==> src/rtl/core/rwb_pkg.sv <==
package rwb_pkg;

    // Largest supported image
    localparam int MAX_WIDTH  = 1024;
    localparam int MAX_HEIGHT = 1024;

    // Pixel and channel widths
    localparam int CHAN_W = 8;
    localparam int NUM_CHAN = 3;
    localparam int PIX_W  = NUM_CHAN * CHAN_W;

    // Configuration port
    localparam int CFG_IDX_W  = 4;
    localparam int CFG_DATA_W = 11;

    // Register indexes
    localparam logic [CFG_IDX_W-1:0] REG_FRAME_WIDTH  = CFG_IDX_W'(0);
    localparam logic [CFG_IDX_W-1:0] REG_FRAME_HEIGHT = CFG_IDX_W'(1);

    // Register reset values (raw, before clamping)
    localparam int RST_FRAME_WIDTH  = 640;
    localparam int RST_FRAME_HEIGHT = 480;

    // Input item codes
    localparam logic ACT_PIXEL = 1'b0;
    localparam logic ACT_DRAIN = 1'b1;

    // Counter and dimension widths
    localparam int WIDTH_W   = $clog2(MAX_WIDTH + 1);
    localparam int HEIGHT_W  = $clog2(MAX_HEIGHT + 1);
    localparam int COL_W     = $clog2(MAX_WIDTH);
    localparam int IN_ROW_W  = $clog2(MAX_HEIGHT + 2);
    localparam int OUT_ROW_W = (MAX_HEIGHT > 1) ? $clog2(MAX_HEIGHT) : 1;

    // 8*center + eight neighbors needs four extra bits
    localparam int SUM_W = CHAN_W + 4;

    // Window geometry: index = column*3 + row, column 0 oldest, row 0 top
    localparam int WIN_SIDE = 3;
    localparam int WIN_N    = WIN_SIDE * WIN_SIDE;
    localparam int WIN_IDX_W = $clog2(WIN_N);

    typedef logic [PIX_W-1:0] pixel_t;

    typedef struct packed {
        logic              action;
        logic [CHAN_W-1:0] in_red;
        logic [CHAN_W-1:0] in_green;
        logic [CHAN_W-1:0] in_blue;
    } pix_item_t;

    typedef struct packed {
        logic [CHAN_W-1:0] out_red;
        logic [CHAN_W-1:0] out_green;
        logic [CHAN_W-1:0] out_blue;
        logic              last_of_frame;
    } res_item_t;

    // One line store entry: the two previous rows at one column
    typedef struct packed {
        pixel_t upper;
        pixel_t middle;
    } line_entry_t;

    // Per-item control seen by the window and result stages
    typedef struct packed {
        logic emit;
        logic last;
        logic at_left;
        logic at_right;
        logic at_top;
        logic at_bottom;
    } win_ctrl_t;

    // Per-item control produced at input transfer
    typedef struct packed {
        logic             drop;
        logic             pixel;
        logic [COL_W-1:0] col;
        win_ctrl_t        win;
    } item_ctrl_t;

    // Width register value: zero acts as one, oversize acts as maximum
    function automatic logic [WIDTH_W-1:0] clamp_width(input logic [CFG_DATA_W-1:0] v);
        logic [WIDTH_W-1:0] r;
        if (v == '0)
            r = WIDTH_W'(1);
        else if (32'(v) > MAX_WIDTH)
            r = WIDTH_W'(MAX_WIDTH);
        else
            r = WIDTH_W'(v);
        return r;
    endfunction

    function automatic logic [HEIGHT_W-1:0] clamp_height(input logic [CFG_DATA_W-1:0] v);
        logic [HEIGHT_W-1:0] r;
        if (v == '0)
            r = HEIGHT_W'(1);
        else if (32'(v) > MAX_HEIGHT)
            r = HEIGHT_W'(MAX_HEIGHT);
        else
            r = HEIGHT_W'(v);
        return r;
    endfunction

    localparam logic [WIDTH_W-1:0]  RST_WIDTH  =
        clamp_width(CFG_DATA_W'(RST_FRAME_WIDTH));
    localparam logic [HEIGHT_W-1:0] RST_HEIGHT =
        clamp_height(CFG_DATA_W'(RST_FRAME_HEIGHT));

    // Channel 0 is red (top byte), 2 is blue
    function automatic logic [CHAN_W-1:0] pix_chan(input pixel_t p, input int ch);
        return p[PIX_W-1-ch*CHAN_W -: CHAN_W];
    endfunction

endpackage

==> src/rtl/core/rwb_filter.sv <==
module rwb_filter (
    input  logic                clk,
    input  logic                rst_n,
    input  logic                shift,
    input  rwb_pkg::pixel_t     col_top,
    input  rwb_pkg::pixel_t     col_mid,
    input  rwb_pkg::pixel_t     col_bot,
    input  rwb_pkg::win_ctrl_t  col_ctrl,
    output logic                go,
    output logic                res_valid,
    input  logic                res_ready,
    output rwb_pkg::res_item_t  res_data
);
    import rwb_pkg::*;

    pixel_t    win_reg [WIN_N];
    pixel_t    win_next [WIN_N];
    logic      s2_valid_reg, s2_valid_next;
    win_ctrl_t s2_ctrl_reg, s2_ctrl_next;
    logic      res_valid_reg, res_valid_next;
    res_item_t res_data_reg, res_data_next;

    logic                 out_free;
    logic [1:0]           col_sel [WIN_SIDE];
    logic [1:0]           row_sel [WIN_SIDE];
    pixel_t               tap [WIN_SIDE][WIN_SIDE];
    logic [SUM_W-1:0]     acc [NUM_CHAN];

    function automatic logic [WIN_IDX_W-1:0] win_idx(input logic [1:0] c,
                                                      input logic [1:0] r);
        return WIN_IDX_W'(c) * WIN_IDX_W'(WIN_SIDE) + WIN_IDX_W'(r);
    endfunction

    // Stage advance
    assign out_free = !res_valid_reg || res_ready;
    assign go       = !s2_valid_reg || out_free;

    // Column window shift, newest column on the right
    always_comb
    begin
        for (int i = 0; i < WIN_N; i++)
            win_next[i] = win_reg[i];
        if (shift)
        begin
            for (int i = 0; i < WIN_N - WIN_SIDE; i++)
                win_next[i] = win_reg[i + WIN_SIDE];
            win_next[WIN_N-3] = col_top;
            win_next[WIN_N-2] = col_mid;
            win_next[WIN_N-1] = col_bot;
        end
    end

    // Result stage control
    always_comb
    begin
        s2_valid_next = s2_valid_reg;
        s2_ctrl_next  = s2_ctrl_reg;
        if (go)
        begin
            s2_valid_next = shift && col_ctrl.emit;
            s2_ctrl_next  = col_ctrl;
        end
    end

    // Edge replication: outside taps fall back to the center row or column
    always_comb
    begin
        col_sel[0] = s2_ctrl_reg.at_left   ? 2'd1 : 2'd0;
        col_sel[1] = 2'd1;
        col_sel[2] = s2_ctrl_reg.at_right  ? 2'd1 : 2'd2;
        row_sel[0] = s2_ctrl_reg.at_top    ? 2'd1 : 2'd0;
        row_sel[1] = 2'd1;
        row_sel[2] = s2_ctrl_reg.at_bottom ? 2'd1 : 2'd2;
        for (int c = 0; c < WIN_SIDE; c++)
            for (int r = 0; r < WIN_SIDE; r++)
                tap[c][r] = win_reg[win_idx(col_sel[c], row_sel[r])];
    end

    // 8*center + neighbors, per channel
    always_comb
    begin
        for (int ch = 0; ch < NUM_CHAN; ch++)
        begin
            acc[ch] = SUM_W'(pix_chan(tap[1][1], ch)) << 3;
            for (int c = 0; c < WIN_SIDE; c++)
                for (int r = 0; r < WIN_SIDE; r++)
                    if (!((c == 1) && (r == 1)))
                        acc[ch] = acc[ch] + SUM_W'(pix_chan(tap[c][r], ch));
        end
    end

    // Output register
    always_comb
    begin
        res_valid_next = res_valid_reg;
        res_data_next  = res_data_reg;
        if (out_free)
        begin
            res_valid_next              = s2_valid_reg;
            res_data_next.out_red       = acc[0][SUM_W-1 -: CHAN_W];
            res_data_next.out_green     = acc[1][SUM_W-1 -: CHAN_W];
            res_data_next.out_blue      = acc[2][SUM_W-1 -: CHAN_W];
            res_data_next.last_of_frame = s2_ctrl_reg.last;
        end
    end

    always_ff @(posedge clk or negedge rst_n)
    begin
        if (!rst_n)
        begin
            for (int i = 0; i < WIN_N; i++)
                win_reg[i] <= '0;
            s2_valid_reg  <= 1'b0;
            res_valid_reg <= 1'b0;
        end
        else
        begin
            for (int i = 0; i < WIN_N; i++)
                win_reg[i] <= win_next[i];
            s2_valid_reg  <= s2_valid_next;
            res_valid_reg <= res_valid_next;
        end
    end

    always_ff @(posedge clk)
    begin
        s2_ctrl_reg  <= s2_ctrl_next;
        res_data_reg <= res_data_next;
    end

    assign res_valid = res_valid_reg;
    assign res_data  = res_data_reg;

endmodule

==> config.mk <==
export PLATFORM = sky130hd
export DESIGN_NAME = rwb_filter
export DESIGN_NICKNAME = d
export VERILOG_FILES = /design/src/rtl/core/rwb_pkg.sv /design/src/rtl/core/rwb_filter.sv
export SDC_FILE = /design/constraint.sdc
export NUM_CORES = 1
export LEC_CHECK = 0
export BUFFER_PORTS_ARGS = -buffer_cell sky130_fd_sc_hd__buf_2
export CORE_ASPECT_RATIO = 1.1
export CORE_UTILIZATION = 30
export DETAILED_ROUTE_END_ITERATION = 7
export PLACE_DENSITY = 0.44
export SKIP_LAST_GASP = 1
export SLEW_MARGIN = 20
export SYNTH_ARGS = -nofsm -noshare
export SYNTH_HDL_FRONTEND = slang
export SYNTH_SLANG_ARGS = --single-unit
==> constraint.sdc <==
create_clock -name clk -period 5.51 [get_ports clk]
set_input_delay 0.8265 -clock clk [delete_from_list [all_inputs] [get_ports clk]]
set_output_delay 0.8265 -clock clk [all_outputs]
set_load 0.005 [all_outputs]
==> reports/metrics.csv <==
metric,value,unit
r2r_end,res_data[24],
worst_hold_slack,0.327,ns
drtIter0Drc,1017,
grt_pass1_wl,102,mm
viasPerCell,5.25,
synth_cell_type_count,49,
die_y,283,um
fin_ws,-0.0329,ns
synth_seq_cells,248,
clockBufferDepth,3,
grt_pass1_vias,16000,
seqCellArea,0.00636,mm^2
largest_reg_flops,192,
r2r_cells,19,
hold_class,input port to asynchronous set/reset pin,
critPathSlowestCell,edfxtp_1,
hold_viol,0,
rsz0062_at_grt,yes,
utilization,36.3,%
max_freq,0.180,GHz
crit_family,adder cells,
route.vias.total,14600,
synth_cells,1689,
worst-setup-path-type,flop to flop,
drive_gt1_share,45.4,%
dp_hpwl,45.1,mm
setup_violations,4,
crit_buf_inv,6,
violations,setup timing,
grt_max_degree,103,
start_util,30.5,%
globalRouteMet2Util,31.4,%
cts_tree,built,
totalNegativeSetupSlack,-0.0726,ns
postSynthAreaPerCell,12.8,um^2
pre_cts_ws,-0.0746,ns
drc,0,
multi_input_area,0.0144,mm^2
maxSlewHeadroom,36.3,%
endpoint_kind,flop,
synth_async_sr_flop_share,87.9,%
start_kind,flop,
synth-seq-area-share,29.5,%
numPortBuffers,108,
gp_congestion,0.809,
dr.pass1.iters,5,
cpPeakStageDelay,0.51,ns
cpMostUsedCell,fa_1,
numCtsBuffers,34,
drtAntennaViolNets,0,
avgRoutedWirePerCell,23.7,um
synth_flop_cell,dfrtp_1,
r2r-start,s2_ctrl_reg[3],
die_w,258,um
syn_area,0.0216,mm^2
period_needed,5.54,ns
mostFrequentLayoutCell,mux2_2,
status,finished with violations,
path_clk_slew,0.06,ns
drt_wl_total,65.9,mm
grt_usage,18.3,%
grt_busiest_layer,met2,
worst_ep_arrival_time,5.84,ns
htree_levels,2,
layout.nets,2116,
final_cell_mix,"333 x mux2_2, 218 x dfrtp_1, 158 x inv_1, 144 x mux4_2, 137 x mux2i_1",
path_cells,inv_2 -> ha_4 -> buf_12 -> buf_12 -> mux4_2 -> mux2_4 -> fa_1 -> inv_1 -> fa_1 -> fa_1 -> fa_1 -> inv_1 -> ha_1 -> or3b_4 -> o22ai_4 -> buf_4 -> a31o_4 -> a21oi_2 -> xnor2_1,
rrSetupSlack,-0.03,ns
synth_nets,1983,
core,0.0707,mm^2
io-pin-count,109,
antenna_found_initial,0,
fillers,7005,
overflow,0,
rows,102,
ys_warn_count,0,
post-route-period-util,101,%
maxCapViolations,0,
grt_use_met3,2.46,%
cts_root_buffer,clkbuf_16,
tightest_slew,0.955,ns
critPathMaxFanout,7,
slew_viol_final,0,
gr-usage-met1,23.9,%
syn_to_final_growth,18.9,%
synth_edf_count,30,
antennaDiodeCount,0,
crit_required,5.81,ns
numClockSinks,248,
clock_latency,0.55,ns
fp.dieArea,0.0730,mm^2
finalClockSkew,0.0160,ns
==> through the flow <==
step | std cells | cell area, um^2
6_report | 2782 | 25600
5_1_grt | 2782 | 25600
4_1_cts | 2777 | 25500
3_5_place_dp | 2704 | 23900
3_3_place_gp | 2704 | 23900
2_1_floorplan | 1689 | 21900
==> cells in the mapped netlist, types with 3 or more instances <==
cell	number	area, um^2
fa_1	153	3060
o2bb2ai_1	6	52.6
mux4_2	144	3240
nor3_1	3	15.0
nand3_1	5	25.0
ha_1	59	738
edfxtp_1	30	901
o21ai_0	10	50.1
nand2_1	50	188
clkbuf_1	33	124
buf_1	18	67.6
mux2_2	342	3850
buf_4	4	30.0
mux2i_1	137	1370
dfrtp_1	218	5460
xor2_1	6	52.6
o22ai_1	25	156
o21ai_1	38	190
and3_1	3	18.8
inv_1	177	664
a21oi_1	54	270
nand2b_1	4	25.0
buf_6	7	78.8
o211ai_1	6	45.0
nand4_1	3	18.8
buf_2	57	285
nor2_1	54	203
xnor2_1	12	105
==> kinds of logic (layout without fill, tap and decap cells) <==
family | after synthesis | in the layout | share of synthesized area, %
and+or+nand+nor | 132 | 132 | 2.66
DFF | 248 | 248 | 29.5
AOI/OAI and AO/OA | 158 | 158 | 4.33
xor gates and xnor gates | 18 | 18 | 0.731
muxes | 623 | 623 | 39.3
adders and majority gates | 212 | 212 | 17.6
buffers and inverters | 298 | 455 | 5.93
==> final cells by class <==
class | instances | area share (%)
flip-flops and latches | 248 | 24.8
well taps | 936 | 4.57
repair buffers | 218 | 7.29
inverters | 177 | 2.60
clock inverters | 11 | 0.537
multi-input cells | 1143 | 56.2
clock buffers | 49 | 3.99
==> worst max path at each step <==
stage                         from            to  slack [ns]  cells past startpoint
floorplan           s2_ctrl_reg[3]  res_data[22]       -0.03                     20
global placement    s2_ctrl_reg[3]   res_data[8]       -0.09                     19
detailed placement  s2_ctrl_reg[3]   res_data[8]       -0.07                     19
CTS                 s2_ctrl_reg[3]  res_data[22]       -0.04                     18
global route        s2_ctrl_reg[3]  res_data[22]       -0.21                     20
finish              s2_ctrl_reg[3]  res_data[24]       -0.03                     19
==> per-layer routing <==
| metal | up-vias | part of all wire [%] |
|---|---|---|
| met5 | - | 0 |
| met4 | 0 | 2.7 |
| met3 | 105 | 3.5 |
| met2 | 317 | 51 |
| met1 | 7822 | 43 |
| li1 | 6362 | - |
==> what timing repair did <==
action / in CTS / in global routing
hold buffers: 0 / 0
endpoints found under the setup margin: 11 / 18
gates cloned: 3 / 0
setup buffers: 10 / 9
hold endpoints to repair: 0 / 0
pin swaps: 19 / 52
gates resized for setup: 29 / 47
Power is left out: the tool's default activity adds up to more than one toggle a clock period on the data nets, which glitch-free logic cannot reach.
