<file path="src/rtl/core/rwb_pkg.sv">
package rwb_pkg;

    // Largest supported image
    localparam int MAX_WIDTH  = 1024;
    localparam int MAX_HEIGHT = 1024;

    // Pixel and channel widths
    localparam int CHAN_W = 8;
    localparam int NUM_CHAN = 3;
    localparam int PIX_W  = NUM_CHAN * CHAN_W;

    // Configuration port
    localparam int CFG_IDX_W  = 4;
    localparam int CFG_DATA_W = 11;

    // Register indexes
    localparam logic [CFG_IDX_W-1:0] REG_FRAME_WIDTH  = CFG_IDX_W'(0);
    localparam logic [CFG_IDX_W-1:0] REG_FRAME_HEIGHT = CFG_IDX_W'(1);

    // Register reset values (raw, before clamping)
    localparam int RST_FRAME_WIDTH  = 640;
    localparam int RST_FRAME_HEIGHT = 480;

    // Input item codes
    localparam logic ACT_PIXEL = 1'b0;
    localparam logic ACT_DRAIN = 1'b1;

    // Counter and dimension widths
    localparam int WIDTH_W   = $clog2(MAX_WIDTH + 1);
    localparam int HEIGHT_W  = $clog2(MAX_HEIGHT + 1);
    localparam int COL_W     = $clog2(MAX_WIDTH);
    localparam int IN_ROW_W  = $clog2(MAX_HEIGHT + 2);
    localparam int OUT_ROW_W = (MAX_HEIGHT > 1) ? $clog2(MAX_HEIGHT) : 1;

    // 8*center + eight neighbors needs four extra bits
    localparam int SUM_W = CHAN_W + 4;

    // Window geometry: index = column*3 + row, column 0 oldest, row 0 top
    localparam int WIN_SIDE = 3;
    localparam int WIN_N    = WIN_SIDE * WIN_SIDE;
    localparam int WIN_IDX_W = $clog2(WIN_N);

    typedef logic [PIX_W-1:0] pixel_t;

    typedef struct packed {
        logic              action;
        logic [CHAN_W-1:0] in_red;
        logic [CHAN_W-1:0] in_green;
        logic [CHAN_W-1:0] in_blue;
    } pix_item_t;

    typedef struct packed {
        logic [CHAN_W-1:0] out_red;
        logic [CHAN_W-1:0] out_green;
        logic [CHAN_W-1:0] out_blue;
        logic              last_of_frame;
    } res_item_t;

    // One line store entry: the two previous rows at one column
    typedef struct packed {
        pixel_t upper;
        pixel_t middle;
    } line_entry_t;

    // Per-item control seen by the window and result stages
    typedef struct packed {
        logic emit;
        logic last;
        logic at_left;
        logic at_right;
        logic at_top;
        logic at_bottom;
    } win_ctrl_t;

    // Per-item control produced at input transfer
    typedef struct packed {
        logic             drop;
        logic             pixel;
        logic [COL_W-1:0] col;
        win_ctrl_t        win;
    } item_ctrl_t;

    // Width register value: zero acts as one, oversize acts as maximum
    function automatic logic [WIDTH_W-1:0] clamp_width(input logic [CFG_DATA_W-1:0] v);
        logic [WIDTH_W-1:0] r;
        if (v == '0)
            r = WIDTH_W'(1);
        else if (32'(v) > MAX_WIDTH)
            r = WIDTH_W'(MAX_WIDTH);
        else
            r = WIDTH_W'(v);
        return r;
    endfunction

    function automatic logic [HEIGHT_W-1:0] clamp_height(input logic [CFG_DATA_W-1:0] v);
        logic [HEIGHT_W-1:0] r;
        if (v == '0)
            r = HEIGHT_W'(1);
        else if (32'(v) > MAX_HEIGHT)
            r = HEIGHT_W'(MAX_HEIGHT);
        else
            r = HEIGHT_W'(v);
        return r;
    endfunction

    localparam logic [WIDTH_W-1:0]  RST_WIDTH  =
        clamp_width(CFG_DATA_W'(RST_FRAME_WIDTH));
    localparam logic [HEIGHT_W-1:0] RST_HEIGHT =
        clamp_height(CFG_DATA_W'(RST_FRAME_HEIGHT));

    // Channel 0 is red (top byte), 2 is blue
    function automatic logic [CHAN_W-1:0] pix_chan(input pixel_t p, input int ch);
        return p[PIX_W-1-ch*CHAN_W -: CHAN_W];
    endfunction

endpackage

</file>
<file path="src/rtl/core/rwb_ctrl.sv">
module rwb_ctrl (
    input  logic                            clk,
    input  logic                            rst_n,
    input  logic                            cfg_valid,
    output logic                            cfg_ready,
    input  logic [rwb_pkg::CFG_IDX_W-1:0]   cfg_index,
    input  logic [rwb_pkg::CFG_DATA_W-1:0]  cfg_data,
    input  logic                            accept,
    input  logic                            action,
    output rwb_pkg::item_ctrl_t             item
);
    import rwb_pkg::*;

    logic [WIDTH_W-1:0]   width_reg, width_next;
    logic [HEIGHT_W-1:0]  height_reg, height_next;
    logic [COL_W-1:0]     in_col_reg, in_col_next;
    logic [IN_ROW_W-1:0]  in_row_reg, in_row_next;
    logic [COL_W-1:0]     out_col_reg, out_col_next;
    logic [OUT_ROW_W-1:0] out_row_reg, out_row_next;

    logic restart;
    logic in_col_wrap;
    logic out_col_wrap;
    logic is_pixel;
    logic emit;
    logic last;

    assign cfg_ready = 1'b1;

    // Position decode for the item now at the input
    assign in_col_wrap  = (WIDTH_W'(in_col_reg) == width_reg - WIDTH_W'(1));
    assign out_col_wrap = (WIDTH_W'(out_col_reg) == width_reg - WIDTH_W'(1));
    assign is_pixel     = (in_row_reg < IN_ROW_W'(height_reg));
    // A result is due once width+1 items are in
    assign emit = (in_row_reg != '0) &&
                  ((in_row_reg != IN_ROW_W'(1)) || (in_col_reg != '0));
    // Item width*(height+1) closes the frame
    assign last = emit && (in_col_reg == '0) &&
                  (in_row_reg == IN_ROW_W'(height_reg) + IN_ROW_W'(1));

    always_comb
    begin
        item.drop          = is_pixel && (action == ACT_DRAIN);
        item.pixel         = is_pixel;
        item.col           = in_col_reg;
        item.win.emit      = emit;
        item.win.last      = last;
        item.win.at_left   = (out_col_reg == '0);
        item.win.at_right  = out_col_wrap;
        item.win.at_top    = (out_row_reg == '0);
        item.win.at_bottom = (HEIGHT_W'(out_row_reg) == height_reg - HEIGHT_W'(1));
    end

    // Register writes
    always_comb
    begin
        width_next  = width_reg;
        height_next = height_reg;
        restart     = 1'b0;
        if (cfg_valid)
        begin
            unique case (cfg_index)
                REG_FRAME_WIDTH:
                begin
                    width_next = clamp_width(cfg_data);
                    restart    = 1'b1;
                end
                REG_FRAME_HEIGHT:
                begin
                    height_next = clamp_height(cfg_data);
                    restart     = 1'b1;
                end
                default:
                begin
                    restart = 1'b0;
                end
            endcase
        end
    end

    // Frame position counters
    always_comb
    begin
        in_col_next  = in_col_reg;
        in_row_next  = in_row_reg;
        out_col_next = out_col_reg;
        out_row_next = out_row_reg;
        if (restart || (accept && !item.drop && last))
        begin
            in_col_next  = '0;
            in_row_next  = '0;
            out_col_next = '0;
            out_row_next = '0;
        end
        else if (accept && !item.drop)
        begin
            in_col_next = in_col_wrap ? '0 : in_col_reg + COL_W'(1);
            if (in_col_wrap)
                in_row_next = in_row_reg + IN_ROW_W'(1);
            if (emit)
            begin
                out_col_next = out_col_wrap ? '0 : out_col_reg + COL_W'(1);
                if (out_col_wrap)
                    out_row_next = out_row_reg + OUT_ROW_W'(1);
            end
        end
    end

    always_ff @(posedge clk or negedge rst_n)
    begin
        if (!rst_n)
        begin
            width_reg   <= RST_WIDTH;
            height_reg  <= RST_HEIGHT;
            in_col_reg  <= '0;
            in_row_reg  <= '0;
            out_col_reg <= '0;
            out_row_reg <= '0;
        end
        else
        begin
            width_reg   <= width_next;
            height_reg  <= height_next;
            in_col_reg  <= in_col_next;
            in_row_reg  <= in_row_next;
            out_col_reg <= out_col_next;
            out_row_reg <= out_row_next;
        end
    end

endmodule

</file>
<file path="config.mk">
export PLATFORM = sky130hd
export DESIGN_NAME = rwb_ctrl
export DESIGN_NICKNAME = d
export VERILOG_FILES = /design/src/rtl/core/rwb_pkg.sv /design/src/rtl/core/rwb_ctrl.sv
export SDC_FILE = /design/constraint.sdc
export NUM_CORES = 1
export LEC_CHECK = 0
export ABC_AREA = 0
export BUFFER_PORTS_ARGS = -buffer_cell sky130_fd_sc_hd__buf_2
export CORE_ASPECT_RATIO = 0.7
export CORE_MARGIN = 10
export CORE_UTILIZATION = 50
export DETAILED_ROUTE_END_ITERATION = 10
export PLACE_DENSITY = 0.79
export SKIP_LAST_GASP = 1
export SLEW_MARGIN = 20
export SYNTH_ARGS = -nofsm -noshare
export SYNTH_HDL_FRONTEND = slang
export SYNTH_SLANG_ARGS = --single-unit
</file>
<file path="constraint.sdc">
create_clock -name clk -period 4.9 [get_ports clk]
set_input_delay 1.47 -clock clk [delete_from_list [all_inputs] [get_ports clk]]
set_output_delay 1.47 -clock clk [all_outputs]
set_load 0.05 [all_outputs]
</file>
==> impl_metrics.csv <==
group,metric,value,unit
drt,wire_per_inst,18.7,um
grt,overflow,0,
die,die_h,105,um
final_layout,fin_cells,794,
place,post-place-cells,778,
critical_path,end_kind,"output pin",
sta,relSlewSlack,0.459,
critical_path,reg2reg_to,"out_col_reg[0]$_DFFE_PN0P_",
synthesis,muxShareOfSynthArea,0.0250,
place,dp_hpwl,11.1,mm
critical_path,worstPathRequired,3.43,ns
drt,drt-initial-drc-count,389,
drt,viasPerCell,6.30,
synthesis,synth_area_leaders,"dfrtp_1, ha_1, xor2_1",
critical_path,reg2reg_from,"width_reg[0]$_DFFE_PN0P_",
synthesis,synth_top_area_frac,0.274,
status,status,"finished, final reports clean",
sta,timing.fmax,0.207,GHz
power,leakagePower,2.49,nW
critical_path,cp_max_fo,9,
clock_network,cts_tree,"yes",
clock_network,h-tree-depth,3,
drt,antenna_left,0,
clock_network,cts-buffers-inserted,9,
place,io_buffers,37,
clock_network,insertion_delay,0.34,ns
synthesis,synth_simple_gate_area_frac,0.285,
grt,antenna_found_initial,0,
final_layout,n_antenna_cell,0,
synthesis,synthXorXnorAreaFrac,0.109,
sta,worst_slew_pin_slew,0.812,ns
die,rows,31,
synthesis,ys_ff_latch,63,
sta,tns,0,ns
place,place_area,5410,um^2
synthesis,ys_warn_count,0,
die,core_region_area,10200,um^2
synthesis,seq_area_frac_synth,0.304,
synthesis,syn_area_per_cell,8.05,um^2
synthesis,synthAdderAreaFrac,0.0552,
drt,wl,14.8,mm
final_layout,nets,700,
final_layout,layout_common_cells,"nand2_1, dfrtp_1, nor2_1, o21ai_0, nand3_1",
critical_path,crit_arrival,3.37,ns
die,die_x,142,um
clock_network,hold_buffers,0,
clock_network,cts.sink_count,63,
final_layout,final_common_cell,"nand2_1",
grt,grt_pass1_wl,24.6,mm
die,io_pins,39,
sta,finalClockSkew,0.00717,ns
synthesis,async_flop_share,1.00,
synthesis,synth_edf_count,0,
synthesis,ys.flop_type,"dfrtp_1",
synthesis,synth_compound_area_frac,0.158,
min_path,holdPathEnd,"width_reg[9]$_DFFE_PN1P_",
synthesis,syn-instance-count,647,
critical_path,rrSetupSlack,1.28,ns
critical_path,crit_type,"flip-flop to output pin",
power,power_density,417,nW/um^2
final_layout,syn2layout_area_growth,10.1,%
clock_network,clk_path_buf_depth,2,
min_path,hold_start,"width_reg[9]$_DFFE_PN1P_",
sta,finalSetupViolCount,0,
place,gp_congestion,0.940,
clock_network,cts-root-buf,"clkbuf_16",
synthesis,syn_area,5210,um^2
min_path,holdPathStages,2,
sta,finalMaxSlewViolations,0,
sta,hold_viol,0,
min_path,hold_class,"flip-flop to flip-flop",
final_layout,drive_above_1_share,0.125,
synthesis,synth_top_family_by_area,"simple AND/OR/NAND/NOR gates",
power,finalPower,2.39,mW
drt,dr.pass1.iters,5,
clock_network,clk_pin_slew_worst_paths,0.05,ns
critical_path,start_kind,"flip-flop",
die,fp.dieArea,15000,um^2
critical_path,reg2regPathDepth,10,
final_layout,design_area,5740,um^2
grt,grt_usage,0.201,
synthesis,synth_nets,690,
synthesis,yosysUniqueCellTypes,73,
final_layout,fillCellCount,910,
flow_run,maxCapViolCount,0,
drt,via_count,5003,
power,ir_drop,0.000276,V
synthesis,yosys.area.top_type,"dfrtp_1",
sta,timing.final.crit_share,0.987,
die,start_util,0.509,
grt,grt_max_degree,36,
grt,grt_pass1_vias,4843,
sta,period_minus_slack,4.84,ns
drt,drc_errors,0,
how the worst max path moves through the flow:
stage	from	endpoint	cells after the start
after floorplan	height_reg[0]$_DFFE_PN0P_	item[0]	9
after global placement	width_reg[0]$_DFFE_PN0P_	item[2]	8
after detailed placement	width_reg[0]$_DFFE_PN0P_	item[2]	8
after CTS	width_reg[0]$_DFFE_PN0P_	item[2]	8
after global routing	width_reg[0]$_DFFE_PN0P_	item[2]	8
final	width_reg[0]$_DFFE_PN0P_	item[2]	8
layout make-up:
type	count	area [um^2]	share of cell area
repair buffers	45	248	0.0432
inverters	33	124	0.0216
multi-input cells	505	3300	0.576
clock inverters	3	40.0	0.00698
flip-flops and latches	63	1580	0.276
clock buffers	13	270	0.0471
well taps	132	165	0.0288
per-stage QoR:
| stage | utilization | worst slack, ns | hold slack (ns) |
|---|---|---|---|
| 4_1_cts | 0.559 | 0.0317 | 0.537 |
| 5_1_grt | 0.560 | -0.0109 | 0.583 |
| 6_report | 0.560 | 0.0636 | 0.540 |
| 3_5_place_dp | 0.529 | 0.427 | 0.530 |
| 2_1_floorplan | - | 0.607 | 0.492 |
| 3_3_place_gp | 0.529 | 0.597 | 0.524 |
cell usage after synthesis (4+ instances only):
cell type,instances
mux2_2,4
dfrtp_1,57
and4_1,5
nand3_1,38
o211ai_1,5
or4_1,6
or3_1,11
inv_1,32
o21ai_1,4
xnor2_1,30
o22ai_1,6
xor2_1,32
and3_1,15
nor3_1,17
nand2_1,63
a21oi_1,31
ha_1,23
nor4_1,15
dfstp_2,6
o31ai_1,7
nand4_1,13
o21ai_0,38
nand3b_1,4
nor2_1,51
mux2i_1,7
nand2b_1,15
buf_4,6
clkbuf_1,34
layer usage:
metal | share of wire | vias up | wire length, um | GRT usage
li1 | - | 2343 | - | -
met1 | 0.44 | 2376 | 6540 | 0.281
met2 | 0.43 | 257 | 6440 | 0.295
met3 | 0.11 | 27 | 1610 | 0.0525
met4 | 0.015 | 0 | 226 | 0.0633
met5 | 0 | - | 0 | 0
kinds of logic (layout without fill, tap and decap cells):
logic type / count (synthesis) / count (layout)
AO/OA/AOI/OAI: 128 / 128
XOR/XNOR: 63 / 63
adder cells (fa/ha/maj): 23 / 23
buffers and inverters: 79 / 94
flip-flops: 63 / 63
multiplexers: 12 / 12
other: 1 / 1
AND/OR/NAND/NOR: 278 / 278
report_power, final:
group	switching, mW	internal, mW	total (mW)
logic	0.583	0.347	0.929
registers	0.193	0.604	0.797
clock network	0.232	0.433	0.665
total	1.01	1.38	2.39
critical path: stages (launching register included):
cell and delay, ns:
dfrtp_1 0.48, inv_1 0.10, ha_2 0.29, or4b_1 0.62, or4b_1 0.53, a32oi_1 0.20
nor2_1 0.15, nor3_1 0.33, clkbuf_4 0.31
what timing repair did:
item / 4_1_cts / 5_1_grt
resized for setup: 0 / 3
setup buffers: 0 / 0
setup endpoints to repair: 0 / 1
Note: power is estimated with default switching activity, not from simulation.
